$ cat src/sv/tsme_pkg.sv
package tsme_pkg;

    // Widths fixed by the item fields.
    localparam int ValW  = 32;
    localparam int KindW = 3;
    localparam int StW   = 2;
    localparam int TallyW = 6;

    // Operation codes carried in the kind field.
    localparam logic [KindW-1:0] K_INSERT = 3'd0;
    localparam logic [KindW-1:0] K_REMOVE = 3'd1;
    localparam logic [KindW-1:0] K_SEARCH = 3'd2;
    localparam logic [KindW-1:0] K_SIZE   = 3'd3;
    localparam logic [KindW-1:0] K_INTER  = 3'd4;
    localparam logic [KindW-1:0] K_UNION  = 3'd5;
    localparam logic [KindW-1:0] K_DIFF   = 3'd6;
    localparam logic [KindW-1:0] K_LIST   = 3'd7;

    // Result status codes.
    localparam logic [StW-1:0] ST_OK       = 2'd0;
    localparam logic [StW-1:0] ST_NOTFOUND = 2'd1;
    localparam logic [StW-1:0] ST_EMPTY    = 2'd2;
    localparam logic [StW-1:0] ST_FULL     = 2'd3;

    // Set select codes.
    localparam logic SET_A = 1'b0;
    localparam logic SET_B = 1'b1;

    // Datapath micro-operations issued by the controller.
    typedef enum logic [3:0] {
        DP_NOP,
        DP_LOAD,
        DP_RD_I,
        DP_RD_J,
        DP_TAKE,
        DP_NEXT_I,
        DP_NEXT_J,
        DP_CLR_J,
        DP_COUNT,
        DP_KEEP,
        DP_INSERT,
        DP_RESULT,
        DP_EMIT,
        DP_NEW_PHASE,
        DP_FINISH
    } dp_op_t;

    // Limit for the inner scan index.
    typedef enum logic [1:0] {
        JL_I,
        JL_A,
        JL_B
    } jlim_t;

    typedef struct packed {
        dp_op_t op;
        logic   rset;
        logic   oset;
        jlim_t  jlim;
    } dp_cmd_t;

    typedef struct packed {
        logic [KindW-1:0] kind;
        logic             sel;
        logic             n_zero;
        logic             n_full;
        logic             i_end;
        logic             j_end;
        logic             match_val;
        logic             match_cur;
        logic             pend_v;
        logic             out_free;
    } dp_stat_t;

endpackage

$ cat src/sv/tsme_ifs.sv
// Request channel: one operation per transfer.
interface tsme_req_if;
    logic                              valid;
    logic                              ready;
    logic [tsme_pkg::KindW-1:0]        kind;
    logic                              set_sel;
    logic signed [tsme_pkg::ValW-1:0]  value;

    modport source (output valid, kind, set_sel, value, input ready);
    modport sink (input valid, kind, set_sel, value, output ready);
endinterface

// Response channel: one result item per transfer.
interface tsme_rsp_if;
    logic                              valid;
    logic                              ready;
    logic [tsme_pkg::StW-1:0]          status;
    logic signed [tsme_pkg::ValW-1:0]  elem;
    logic [tsme_pkg::TallyW-1:0]       tally;
    logic                              has_value;
    logic                              last;

    modport source (output valid, status, elem, tally, has_value, last, input ready);
    modport sink (input valid, status, elem, tally, has_value, last, output ready);
endinterface

$ cat src/sv/two_set_multiset_engine.sv
// Insert loads its result from S_DISP and size from S_REPORT, once the output is free;
// search and remove pass each entry through S_VS_RD and S_VS_CMP, list through S_OUT_RD,
// S_OUT_TAKE and S_EMIT. Intersect and union look for an earlier copy in the entry's own
// set, then (not in union's pass over A) in the other set; difference looks only there.
// One operation at a time; the next request is taken after the last result is loaded.
// Reset clears both set sizes; the store contents stay undefined, with no clearing pass.
module two_set_multiset_engine #(
    parameter int DEPTH = 32
) (
    input logic         clk,
    input logic         rst_n,
    tsme_req_if.sink    req,
    tsme_rsp_if.source  rsp
);

    tsme_pkg::dp_cmd_t  cmd;
    tsme_pkg::dp_stat_t stat;

    tsme_ctrl u_ctrl (
        .clk      (clk),
        .rst_n    (rst_n),
        .in_valid (req.valid),
        .in_ready (req.ready),
        .stat     (stat),
        .cmd      (cmd)
    );

    tsme_dpath #(.DEPTH(DEPTH)) u_dpath (
        .clk           (clk),
        .rst_n         (rst_n),
        .cmd           (cmd),
        .stat          (stat),
        .in_kind       (req.kind),
        .in_sel        (req.set_sel),
        .in_value      (req.value),
        .out_valid     (rsp.valid),
        .out_ready     (rsp.ready),
        .out_status    (rsp.status),
        .out_elem      (rsp.elem),
        .out_tally     (rsp.tally),
        .out_has_value (rsp.has_value),
        .out_last      (rsp.last)
    );

endmodule

$ cat src/sv/tsme_ram.sv
module tsme_ram #(
    parameter int WIDTH = 32,
    parameter int DEPTH = 32
) (
    input  logic                             clk,
    input  logic                             we,
    input  logic [$clog2(DEPTH)-1:0]         waddr,
    input  logic [WIDTH-1:0]                 wdata,
    input  logic [$clog2(DEPTH)-1:0]         raddr,
    output logic [WIDTH-1:0]                 rdata
);

    logic [WIDTH-1:0] mem [DEPTH];

    // One write port and one registered read port.
    always_ff @(posedge clk)
    begin
        if (we)
        begin
            mem[waddr] <= wdata;
        end
        rdata <= mem[raddr];
    end

endmodule

$ cat src/sv/tsme_dpath.sv
module tsme_dpath #(
    parameter int DEPTH = 32
) (
    input  logic                                clk,
    input  logic                                rst_n,
    input  tsme_pkg::dp_cmd_t                   cmd,
    output tsme_pkg::dp_stat_t                  stat,
    input  logic [tsme_pkg::KindW-1:0]          in_kind,
    input  logic                                in_sel,
    input  logic signed [tsme_pkg::ValW-1:0]    in_value,
    output logic                                out_valid,
    input  logic                                out_ready,
    output logic [tsme_pkg::StW-1:0]            out_status,
    output logic signed [tsme_pkg::ValW-1:0]    out_elem,
    output logic [tsme_pkg::TallyW-1:0]         out_tally,
    output logic                                out_has_value,
    output logic                                out_last
);

    localparam int AW = $clog2(DEPTH);
    localparam int SW = $clog2(DEPTH + 1);
    localparam int XW = (SW > tsme_pkg::TallyW) ? SW : tsme_pkg::TallyW;
    localparam int VW = tsme_pkg::ValW;

    logic [tsme_pkg::KindW-1:0] kind_reg;
    logic                       sel_reg;
    logic [VW-1:0]              value_reg;
    logic [VW-1:0]              cur_reg;
    logic [VW-1:0]              pend_reg;
    logic                       pend_v_reg;
    logic [SW-1:0]              i_reg;
    logic [SW-1:0]              j_reg;
    logic [SW-1:0]              cnt_reg;
    logic [SW-1:0]              size_a_reg;
    logic [SW-1:0]              size_b_reg;
    logic                       rd_set_reg;
    logic                       out_valid_reg;
    logic [tsme_pkg::StW-1:0]   out_status_reg;
    logic [VW-1:0]              out_elem_reg;
    logic [tsme_pkg::TallyW-1:0] out_tally_reg;
    logic                       out_hv_reg;
    logic                       out_last_reg;

    logic [VW-1:0]  q_a;
    logic [VW-1:0]  q_b;
    logic [VW-1:0]  rd_q;
    logic [SW-1:0]  n_sel;
    logic [SW-1:0]  n_inc;
    logic [SW-1:0]  osz;
    logic [SW-1:0]  jsz;
    logic [AW-1:0]  raddr;
    logic [AW-1:0]  waddr;
    logic [VW-1:0]  wdata;
    logic           we_a;
    logic           we_b;
    logic           out_free;
    logic           load_out;
    logic [tsme_pkg::TallyW-1:0] t_inc;
    logic [tsme_pkg::TallyW-1:0] t_n;
    logic [tsme_pkg::TallyW-1:0] t_cnt;
    logic [tsme_pkg::TallyW-1:0] t_dep;
    logic [XW-1:0]  x_inc;
    logic [XW-1:0]  x_n;
    logic [XW-1:0]  x_cnt;
    logic [XW-1:0]  x_dep;

    // Store access: both stores share the read address, writes go to one.
    always_comb
    begin
        n_sel = sel_reg ? size_b_reg : size_a_reg;
        n_inc = SW'(n_sel + SW'(1));
        rd_q  = rd_set_reg ? q_b : q_a;
        raddr = (cmd.op == tsme_pkg::DP_RD_J) ? j_reg[AW-1:0] : i_reg[AW-1:0];
        if (cmd.op == tsme_pkg::DP_INSERT)
        begin
            waddr = n_sel[AW-1:0];
            wdata = value_reg;
            we_a  = (sel_reg == tsme_pkg::SET_A) && (n_sel < SW'(DEPTH));
            we_b  = (sel_reg == tsme_pkg::SET_B) && (n_sel < SW'(DEPTH));
        end
        else
        begin
            waddr = j_reg[AW-1:0];
            wdata = rd_q;
            we_a  = (cmd.op == tsme_pkg::DP_KEEP) && (cmd.rset == tsme_pkg::SET_A);
            we_b  = (cmd.op == tsme_pkg::DP_KEEP) && (cmd.rset == tsme_pkg::SET_B);
        end
    end

    tsme_ram #(.WIDTH(VW), .DEPTH(DEPTH)) u_ram_a (
        .clk   (clk),
        .we    (we_a),
        .waddr (waddr),
        .wdata (wdata),
        .raddr (raddr),
        .rdata (q_a)
    );

    tsme_ram #(.WIDTH(VW), .DEPTH(DEPTH)) u_ram_b (
        .clk   (clk),
        .we    (we_b),
        .waddr (waddr),
        .wdata (wdata),
        .raddr (raddr),
        .rdata (q_b)
    );

    // Loop limits and tally values trimmed to the result field.
    always_comb
    begin
        osz = cmd.oset ? size_b_reg : size_a_reg;
        case (cmd.jlim)
            tsme_pkg::JL_A: jsz = size_a_reg;
            tsme_pkg::JL_B: jsz = size_b_reg;
            default:        jsz = i_reg;
        endcase
        x_inc = XW'(n_inc);
        x_n   = XW'(n_sel);
        x_cnt = XW'(cnt_reg);
        x_dep = XW'(DEPTH);
        t_inc = x_inc[tsme_pkg::TallyW-1:0];
        t_n   = x_n[tsme_pkg::TallyW-1:0];
        t_cnt = x_cnt[tsme_pkg::TallyW-1:0];
        t_dep = x_dep[tsme_pkg::TallyW-1:0];
    end

    assign out_free = !out_valid_reg || out_ready;
    assign load_out = (cmd.op == tsme_pkg::DP_INSERT) || (cmd.op == tsme_pkg::DP_RESULT) ||
                      (cmd.op == tsme_pkg::DP_FINISH) ||
                      ((cmd.op == tsme_pkg::DP_EMIT) && pend_v_reg);

    // Status back to the controller.
    always_comb
    begin
        stat.kind      = kind_reg;
        stat.sel       = sel_reg;
        stat.n_zero    = (n_sel == '0);
        stat.n_full    = (n_sel >= SW'(DEPTH));
        stat.i_end     = (i_reg >= osz);
        stat.j_end     = (j_reg >= jsz);
        stat.match_val = (rd_q == value_reg);
        stat.match_cur = (rd_q == cur_reg);
        stat.pend_v    = pend_v_reg;
        stat.out_free  = out_free;
    end

    // Control state: set sizes, pending element flag and output valid.
    always_ff @(posedge clk or negedge rst_n)
    begin
        if (!rst_n)
        begin
            size_a_reg    <= '0;
            size_b_reg    <= '0;
            pend_v_reg    <= 1'b0;
            out_valid_reg <= 1'b0;
        end
        else
        begin
            if (load_out)
            begin
                out_valid_reg <= 1'b1;
            end
            else if (out_ready)
            begin
                out_valid_reg <= 1'b0;
            end
            case (cmd.op)
                tsme_pkg::DP_LOAD:
                begin
                    pend_v_reg <= 1'b0;
                end
                tsme_pkg::DP_EMIT:
                begin
                    pend_v_reg <= 1'b1;
                end
                tsme_pkg::DP_INSERT:
                begin
                    if (sel_reg == tsme_pkg::SET_B)
                    begin
                        size_b_reg <= n_inc;
                    end
                    else
                    begin
                        size_a_reg <= n_inc;
                    end
                end
                tsme_pkg::DP_RESULT:
                begin
                    // Removal leaves the kept entries packed at the bottom.
                    if (kind_reg == tsme_pkg::K_REMOVE)
                    begin
                        if (sel_reg == tsme_pkg::SET_B)
                        begin
                            size_b_reg <= j_reg;
                        end
                        else
                        begin
                            size_a_reg <= j_reg;
                        end
                    end
                end
                default:
                begin
                end
            endcase
        end
    end

    // Working registers and the output register.
    always_ff @(posedge clk)
    begin
        if (cmd.op == tsme_pkg::DP_RD_I || cmd.op == tsme_pkg::DP_RD_J)
        begin
            rd_set_reg <= cmd.rset;
        end
        case (cmd.op)
            tsme_pkg::DP_LOAD:
            begin
                kind_reg  <= in_kind;
                sel_reg   <= in_sel;
                value_reg <= in_value;
                i_reg     <= '0;
                j_reg     <= '0;
                cnt_reg   <= '0;
            end
            tsme_pkg::DP_TAKE:
            begin
                cur_reg <= rd_q;
                j_reg   <= '0;
            end
            tsme_pkg::DP_NEXT_I:
            begin
                i_reg <= SW'(i_reg + SW'(1));
            end
            tsme_pkg::DP_NEXT_J:
            begin
                j_reg <= SW'(j_reg + SW'(1));
            end
            tsme_pkg::DP_CLR_J:
            begin
                j_reg <= '0;
            end
            tsme_pkg::DP_COUNT:
            begin
                cnt_reg <= SW'(cnt_reg + SW'(1));
                i_reg   <= SW'(i_reg + SW'(1));
            end
            tsme_pkg::DP_KEEP:
            begin
                j_reg <= SW'(j_reg + SW'(1));
                i_reg <= SW'(i_reg + SW'(1));
            end
            tsme_pkg::DP_NEW_PHASE:
            begin
                i_reg <= '0;
            end
            tsme_pkg::DP_INSERT:
            begin
                out_status_reg <= tsme_pkg::ST_OK;
                out_elem_reg   <= '0;
                out_tally_reg  <= t_inc;
                out_hv_reg     <= 1'b0;
                out_last_reg   <= 1'b1;
            end
            tsme_pkg::DP_RESULT:
            begin
                out_elem_reg <= '0;
                out_hv_reg   <= 1'b0;
                out_last_reg <= 1'b1;
                if (kind_reg == tsme_pkg::K_INSERT)
                begin
                    out_status_reg <= tsme_pkg::ST_FULL;
                    out_tally_reg  <= t_dep;
                end
                else if (kind_reg == tsme_pkg::K_SIZE)
                begin
                    out_status_reg <= (n_sel != '0) ? tsme_pkg::ST_OK : tsme_pkg::ST_EMPTY;
                    out_tally_reg  <= t_n;
                end
                else if (n_sel == '0)
                begin
                    out_status_reg <= tsme_pkg::ST_EMPTY;
                    out_tally_reg  <= '0;
                end
                else
                begin
                    out_status_reg <= (cnt_reg != '0) ? tsme_pkg::ST_OK
                                                      : tsme_pkg::ST_NOTFOUND;
                    out_tally_reg  <= t_cnt;
                end
            end
            tsme_pkg::DP_EMIT:
            begin
                // The previous element goes out; the new one waits, since
                // only the end of the scan shows which element is the final one.
                // With nothing pending, a stalled result keeps its payload.
                if (pend_v_reg)
                begin
                    out_status_reg <= tsme_pkg::ST_OK;
                    out_elem_reg   <= pend_reg;
                    out_tally_reg  <= '0;
                    out_hv_reg     <= 1'b1;
                    out_last_reg   <= 1'b0;
                end
                pend_reg       <= cur_reg;
                i_reg          <= SW'(i_reg + SW'(1));
            end
            tsme_pkg::DP_FINISH:
            begin
                out_tally_reg <= '0;
                out_last_reg  <= 1'b1;
                out_hv_reg    <= pend_v_reg;
                out_elem_reg  <= pend_v_reg ? pend_reg : '0;
                out_status_reg <= pend_v_reg ? tsme_pkg::ST_OK : tsme_pkg::ST_EMPTY;
            end
            default:
            begin
            end
        endcase
    end

    assign out_valid     = out_valid_reg;
    assign out_status    = out_status_reg;
    assign out_elem      = out_elem_reg;
    assign out_tally     = out_tally_reg;
    assign out_has_value = out_hv_reg;
    assign out_last      = out_last_reg;

endmodule

$ cat src/sv/tsme_ctrl.sv
module tsme_ctrl (
    input  logic                clk,
    input  logic                rst_n,
    input  logic                in_valid,
    output logic                in_ready,
    input  tsme_pkg::dp_stat_t  stat,
    output tsme_pkg::dp_cmd_t   cmd
);

    typedef enum logic [3:0] {
        S_IDLE,
        S_DISP,
        S_VS_RD,
        S_VS_CMP,
        S_REPORT,
        S_OUT_RD,
        S_OUT_TAKE,
        S_SC1_RD,
        S_SC1_CMP,
        S_SC2_RD,
        S_SC2_CMP,
        S_EMIT,
        S_FIN
    } state_t;

    state_t state_reg;
    state_t state_next;
    logic   ph_reg;
    logic   ph_next;
    logic   xset;
    logic   yset;
    logic   is_inter;
    logic   is_union;

    // Outer set X and second scanned set Y for the set operations.
    always_comb
    begin
        is_inter = (stat.kind == tsme_pkg::K_INTER);
        is_union = (stat.kind == tsme_pkg::K_UNION);
        if (is_union)
        begin
            xset = ph_reg;
            yset = tsme_pkg::SET_A;
        end
        else if (is_inter)
        begin
            xset = tsme_pkg::SET_A;
            yset = tsme_pkg::SET_B;
        end
        else
        begin
            xset = stat.sel;
            yset = !stat.sel;
        end
    end

    // Next state and datapath command.
    always_comb
    begin
        state_next = state_reg;
        ph_next    = ph_reg;
        cmd.op     = tsme_pkg::DP_NOP;
        cmd.rset   = xset;
        cmd.oset   = xset;
        cmd.jlim   = tsme_pkg::JL_I;
        in_ready   = 1'b0;
        case (state_reg)
            S_IDLE:
            begin
                in_ready = 1'b1;
                if (in_valid)
                begin
                    cmd.op     = tsme_pkg::DP_LOAD;
                    ph_next    = tsme_pkg::SET_A;
                    state_next = S_DISP;
                end
            end
            S_DISP:
            begin
                case (stat.kind)
                    tsme_pkg::K_INSERT:
                    begin
                        if (stat.out_free)
                        begin
                            cmd.op     = stat.n_full ? tsme_pkg::DP_RESULT
                                                     : tsme_pkg::DP_INSERT;
                            state_next = S_IDLE;
                        end
                    end
                    tsme_pkg::K_SIZE:
                    begin
                        state_next = S_REPORT;
                    end
                    tsme_pkg::K_REMOVE, tsme_pkg::K_SEARCH:
                    begin
                        state_next = stat.n_zero ? S_REPORT : S_VS_RD;
                    end
                    default:
                    begin
                        state_next = S_OUT_RD;
                    end
                endcase
            end
            S_VS_RD:
            begin
                cmd.oset = stat.sel;
                cmd.rset = stat.sel;
                if (stat.i_end)
                begin
                    state_next = S_REPORT;
                end
                else
                begin
                    cmd.op     = tsme_pkg::DP_RD_I;
                    state_next = S_VS_CMP;
                end
            end
            S_VS_CMP:
            begin
                // Matches are counted; removal copies every other entry down.
                cmd.rset = stat.sel;
                if (stat.match_val)
                begin
                    cmd.op = tsme_pkg::DP_COUNT;
                end
                else if (stat.kind == tsme_pkg::K_REMOVE)
                begin
                    cmd.op = tsme_pkg::DP_KEEP;
                end
                else
                begin
                    cmd.op = tsme_pkg::DP_NEXT_I;
                end
                state_next = S_VS_RD;
            end
            S_REPORT:
            begin
                if (stat.out_free)
                begin
                    cmd.op     = tsme_pkg::DP_RESULT;
                    state_next = S_IDLE;
                end
            end
            S_OUT_RD:
            begin
                if (stat.i_end)
                begin
                    if (is_union && (ph_reg == tsme_pkg::SET_A))
                    begin
                        cmd.op  = tsme_pkg::DP_NEW_PHASE;
                        ph_next = tsme_pkg::SET_B;
                    end
                    else
                    begin
                        state_next = S_FIN;
                    end
                end
                else
                begin
                    cmd.op     = tsme_pkg::DP_RD_I;
                    state_next = S_OUT_TAKE;
                end
            end
            S_OUT_TAKE:
            begin
                cmd.op = tsme_pkg::DP_TAKE;
                if (stat.kind == tsme_pkg::K_LIST)
                begin
                    state_next = S_EMIT;
                end
                else if (stat.kind == tsme_pkg::K_DIFF)
                begin
                    state_next = S_SC2_RD;
                end
                else
                begin
                    state_next = S_SC1_RD;
                end
            end
            S_SC1_RD:
            begin
                // Look for an earlier copy of the element in its own set.
                cmd.jlim = tsme_pkg::JL_I;
                if (stat.j_end)
                begin
                    if (is_union && (ph_reg == tsme_pkg::SET_A))
                    begin
                        state_next = S_EMIT;
                    end
                    else
                    begin
                        cmd.op     = tsme_pkg::DP_CLR_J;
                        state_next = S_SC2_RD;
                    end
                end
                else
                begin
                    cmd.op     = tsme_pkg::DP_RD_J;
                    state_next = S_SC1_CMP;
                end
            end
            S_SC1_CMP:
            begin
                if (stat.match_cur)
                begin
                    cmd.op     = tsme_pkg::DP_NEXT_I;
                    state_next = S_OUT_RD;
                end
                else
                begin
                    cmd.op     = tsme_pkg::DP_NEXT_J;
                    state_next = S_SC1_RD;
                end
            end
            S_SC2_RD:
            begin
                // Look for the element in the other set.
                cmd.rset = yset;
                cmd.jlim = (yset == tsme_pkg::SET_B) ? tsme_pkg::JL_B : tsme_pkg::JL_A;
                if (stat.j_end)
                begin
                    if (is_inter)
                    begin
                        cmd.op     = tsme_pkg::DP_NEXT_I;
                        state_next = S_OUT_RD;
                    end
                    else
                    begin
                        state_next = S_EMIT;
                    end
                end
                else
                begin
                    cmd.op     = tsme_pkg::DP_RD_J;
                    state_next = S_SC2_CMP;
                end
            end
            S_SC2_CMP:
            begin
                cmd.rset = yset;
                if (stat.match_cur)
                begin
                    if (is_inter)
                    begin
                        state_next = S_EMIT;
                    end
                    else
                    begin
                        cmd.op     = tsme_pkg::DP_NEXT_I;
                        state_next = S_OUT_RD;
                    end
                end
                else
                begin
                    cmd.op     = tsme_pkg::DP_NEXT_J;
                    state_next = S_SC2_RD;
                end
            end
            S_EMIT:
            begin
                if (stat.out_free || !stat.pend_v)
                begin
                    cmd.op     = tsme_pkg::DP_EMIT;
                    state_next = S_OUT_RD;
                end
            end
            S_FIN:
            begin
                if (stat.out_free)
                begin
                    cmd.op     = tsme_pkg::DP_FINISH;
                    state_next = S_IDLE;
                end
            end
            default:
            begin
                state_next = S_IDLE;
            end
        endcase
    end

    // State and union phase.
    always_ff @(posedge clk or negedge rst_n)
    begin
        if (!rst_n)
        begin
            state_reg <= S_IDLE;
            ph_reg    <= tsme_pkg::SET_A;
        end
        else
        begin
            state_reg <= state_next;
            ph_reg    <= ph_next;
        end
    end

endmodule

$ cat src/flat_wrapper.sv
// flat-port wrapper written by rule: the top's interface ports become plain ports
module two_set_multiset_engine_flat 
#(
    parameter int DEPTH = 32
)
  (clk, rst_n, req_valid, req_kind, req_set_sel, req_value, req_ready, rsp_valid, rsp_status, rsp_elem, rsp_tally, rsp_has_value, rsp_last, rsp_ready);
  tsme_req_if req_i ();
  tsme_rsp_if rsp_i ();
  input logic clk;
  input logic rst_n;
  input wire logic [$bits(req_i.valid)-1:0] req_valid;
  input wire logic [$bits(req_i.kind)-1:0] req_kind;
  input wire logic [$bits(req_i.set_sel)-1:0] req_set_sel;
  input wire logic [$bits(req_i.value)-1:0] req_value;
  output wire logic [$bits(req_i.ready)-1:0] req_ready;
  output wire logic [$bits(rsp_i.valid)-1:0] rsp_valid;
  output wire logic [$bits(rsp_i.status)-1:0] rsp_status;
  output wire logic [$bits(rsp_i.elem)-1:0] rsp_elem;
  output wire logic [$bits(rsp_i.tally)-1:0] rsp_tally;
  output wire logic [$bits(rsp_i.has_value)-1:0] rsp_has_value;
  output wire logic [$bits(rsp_i.last)-1:0] rsp_last;
  input wire logic [$bits(rsp_i.ready)-1:0] rsp_ready;
  assign req_i.valid = req_valid;
  assign req_i.kind = req_kind;
  assign req_i.set_sel = req_set_sel;
  assign req_i.value = req_value;
  assign req_ready = req_i.ready;
  assign rsp_valid = rsp_i.valid;
  assign rsp_status = rsp_i.status;
  assign rsp_elem = rsp_i.elem;
  assign rsp_tally = rsp_i.tally;
  assign rsp_has_value = rsp_i.has_value;
  assign rsp_last = rsp_i.last;
  assign rsp_i.ready = rsp_ready;
  two_set_multiset_engine #(.DEPTH(DEPTH)) u_core (.clk(clk), .rst_n(rst_n), .req(req_i), .rsp(rsp_i));
endmodule
$ cat config.mk
export PLATFORM = sky130hd
export DESIGN_NAME = two_set_multiset_engine_flat
export DESIGN_NICKNAME = d
export VERILOG_FILES = /design/src/sv/tsme_pkg.sv /design/src/sv/tsme_ifs.sv /design/src/sv/two_set_multiset_engine.sv /design/src/sv/tsme_ram.sv /design/src/sv/tsme_dpath.sv /design/src/sv/tsme_ctrl.sv /design/src/flat_wrapper.sv
export SDC_FILE = /design/constraint.sdc
export NUM_CORES = 2
export LEC_CHECK = 0
export BUFFER_PORTS_ARGS = -buffer_cell sky130_fd_sc_hd__buf_4
export CORE_ASPECT_RATIO = 1.2
export CORE_MARGIN = 5
export CORE_UTILIZATION = 45
export DETAILED_ROUTE_END_ITERATION = 7
export HOLD_SLACK_MARGIN = 0.05
export PLACE_DENSITY = 0.62
export SYNTH_ARGS = -nofsm -noshare
export SYNTH_HDL_FRONTEND = slang
export SYNTH_HIERARCHICAL = 1
export SYNTH_SLANG_ARGS = --single-unit
$ cat constraint.sdc
create_clock -name clk -period 11 [get_ports clk]
set_input_delay 0 -clock clk [delete_from_list [all_inputs] [get_ports clk]]
set_output_delay 0 -clock clk [all_outputs]
set_load 0.02 [all_outputs]
==> metrics.md <==
| Metric | Value |
|---|---|
| Outcome | `finished, final reports clean` |
| Fin crit share | `81.2%` |
| CTS tree | `done` |
| Drt pass-1 iters | `6` |
| Average cell area after synthesis | `~17 um^2` |
| Vias post-DR | `49,077` |
| Commonest non-fill, non-tap cells in the layout | `2,209 x edfxtp_1, 1,039 x mux2i_1, 246 x nand2_1, 224 x a21oi_1, 216 x nand3_1` |
| Min Tclk post-route | `between 8 and 9 ns` |
| Setup tns final | `0 ns` |
| Global-route wire length before repair | `339,000 um` |
| Fraction of layout cells with a size suffix above 1 | `11.5%` |
| Setup CP Type | `reg -> reg` |
| FP Rows | `180` |
| Synth Area in Simple Gates | `4.40%` |
| Area occupied by multi-input gates | `0.0218 mm^2` |
| Synth Area in XOR/XNOR | `0.761%` |
| Filler cell count in the final layout | `about 16,000` |
| Nets | `5,638` |
| Commonest non-fill, non-tap cell in the layout | `edfxtp_1` |
| Largest family of logic cells by synthesized area | `multiplexers` |
| Post-synth cell types | `73` |
| Total Wirelength | `240,000 um` |
| CTS Buffer Depth | `3` |
| Post-CTS Hold Buffers | `77` |
| Max Cap Violations | `0` |
| Dominant synthesized flop cell | `edfxtp_1` |
| CTS Root Cell | `clkbuf_16` |
| Synth async-reset ratio | `0.829%` |
| Worst setup SP type | `flip-flop` |
| Cts bufs inserted | `around 210` |
| Slew HR | `18.5%` |
| Crit end category | `flip-flop` |
| RSZ-0062 raised after global routing | `no` |
| Critical path fanouts, max | `32` |
| Number of global-route vias before repair | `around 47,000` |
| Syn. warnings | `6` |
| Clk slew on worst S/H paths | `around 0.06 ns` |
| Grt ovf | `0` |
| DR WL/cell | `28.5 um` |
| Starting Density | `45.3%` |
| Fraction of the mapped netlist area in adder cells | `less than 1%` |
| Die area | `approximately 0.21 mm^2` |
| Clock Sinks | `2,292` |
| GRT Total Usage | `between 20% and 30%` |
| Measured slew at the worst slew-check pin | `1.22 ns` |
| Area leader, netlist | `edfxtp_1` |
| Flip-flop and latch area | `0.0681 mm^2` |
| Detailed Route Iter0 Violations | `roughly 5,400` |
| CORE AREA | `0.201 mm^2` |
| DRC Markers | `0` |
| I/O Pins | `84` |
| Final Max Slew Viols | `0` |
| IO buf count | `83` |
| Proportion of synthesized area in mux cells | `around an eighth` |
| WP data required | `11.46 ns` |
| Number of synthesized register bits | `roughly 2,300` |
| Synth Cell Area | `around 0.091 mm^2` |
| Die X-Extent | `420 um` |
| Area fraction in compound gates after synthesis | `around 5.3%` |
| Worst-Skew Late Latency | `0.86 ns` |
| Final Skew | `roughly 0.052 ns` |
| Hold WC Path Type | `in -> reg` |
| Synth top area share | `72.9%` |
| Cells after Synth | `5,388` |
| Cts repair resizes | `0` |
| Postcts setup bufs | `0` |
| Routability Congestion | `approximately 0.86` |
| Sequential area share after synthesis | `between 70% and 80%` |
| Syn_nets | `5,448` |
| Hold Vio Cnt, Final | `0` |
| Detail Route Antenna Nets | `0` |
| Final setup vio count | `0` |
| Maximum level of the CTS H-tree | `4` |
| Antenna violations before repair | `11` |
| EDFF count, synth | `roughly 2,200` |
| Largest net degree at the start of global routing | `between 90 and 100` |
| Final HPWL DP | `about 140,000 um` |
| Synthesis-to-finish area growth | `12.9%` |
| Area contributors post-synth | `edfxtp_1 73%, mux2i_1 11%, a22oi_1 1.7%` |
| Largest registers | `u_core/u_dpath/u_ram_a/mem: 1024 flops, u_core/u_dpath/u_ram_b/mem: 1024 flops` |
| WP data arrival | `~9.4 ns` |
| Height of the chip | `502 um` |
| Drt via density | `5.83` |
| Highest Clock Rate | `between 100 and 150 MHz` |
stage by stage:
stage	hold slack (ns)	instance area (um^2)	setup WS [ns]	util (%)	std cells
after global routing	0.129	103000	1.69	51.1	8404
after detailed placement	-0.0905	95100	2.37	47.3	7926
after floorplan	-0.296	91000	3.57	-	5388
final	0.141	103000	2.07	51.1	8412
after CTS	0.0751	103000	2.29	51.1	8400
after global placement	-0.0900	95100	2.35	47.3	7926
worst paths after layout:
path,to,startpoint,cells past startpoint,slack (ns)
max reg2reg,u_core/u_dpath/u_ram_b/mem[15][7]$_DFFE_PP_,u_core/u_ctrl/state_reg[0]$_DFFE_PN0P_,22,2.07
max in group asynchronous,u_core/u_ctrl/state_reg[0]$_DFFE_PN0P_,rst_n,3,9.91
min reg2reg,u_core/u_dpath/pend_reg[27]$_DFFE_PP_,u_core/u_dpath/cur_reg[27]$_DFFE_PP_,0,0.48
min,u_core/u_ctrl/state_reg[2]$_DFFE_PN0P_,req_valid,6,0.14
max,u_core/u_dpath/u_ram_b/mem[15][7]$_DFFE_PP_,u_core/u_ctrl/state_reg[0]$_DFFE_PN0P_,22,2.07
min in group asynchronous,u_core/u_dpath/size_a_reg[0]$_DFFE_PN0P_,rst_n,3,0.43
cell usage after synthesis, types with 5 or more instances:
library cell,n
or3b_2,7
nor3b_1,5
mux2i_4,24
buf_2,61
nand3b_1,12
xor2_1,6
mux2i_1,1039
dfrtp_1,19
o22ai_1,6
nor4_1,17
nor2b_1,15
nor2_1,166
a22o_1,130
and2_1,38
buf_6,33
clkbuf_1,103
o21ai_0,25
mux2i_2,7
a22oi_1,200
nand2b_1,15
ha_1,20
a21o_1,7
buf_4,75
nand2_1,247
mux2_2,9
nand3_1,217
a31oi_1,76
dfxtp_1,64
nand4_1,7
buf_1,15
nor3_1,75
xnor2_1,73
inv_1,52
edfxtp_1,2209
a21oi_1,256
final cells by class:
type,instances,area share (%)
sequential,2292,66.3
multi-input combinational,2750,21.3
clock buffer,306,5.72
tap,2639,3.22
timing repair buffer,270,2.39
clock inverter,91,0.881
inverter,52,0.190
antenna,12,0.0292
per-layer routing:
metal	vias up	global-route usage (%)	part of all wire (%)
met2	1914	35.6	47
met1	25339	30.7	41
met3	358	3.27	6.8
met4	0	9.41	4.7
met5	-	0	0
li1	21466	-	-
worst max-delay path, stage by stage (launching register included):
cell and delay [ns]:
dfrtp_1 0.75, nor2b_1 0.35, nand2_1 0.19, nor2_1 0.20
inv_1 0.06, ha_1 0.44, a221oi_1 0.29, a21oi_1 0.07
ha_1 0.28, nand2b_1 0.11, a21o_1 0.13, a21o_1 0.11
a21oi_1 0.07, o21ai_0 0.61, nand2_1 0.18, a22o_1 0.22
nand2_1 0.08, nand3_1 0.41, nor2b_1 0.50, nand2_4 0.28
o21ai_0 0.87, nand3_1 1.02, nor2_4 1.22
kinds of logic after synthesis:
group,after synthesis
adder cells (fa/ha/maj),20
flip-flops,2292
buffers and inverters,346
AND/OR/NAND/NOR,847
XOR/XNOR,79
AO/OA/AOI/OAI,724
multiplexers,1080
Power is not shown: default switching activity piles up to over one toggle a cycle in this logic, so the estimate is an artifact.
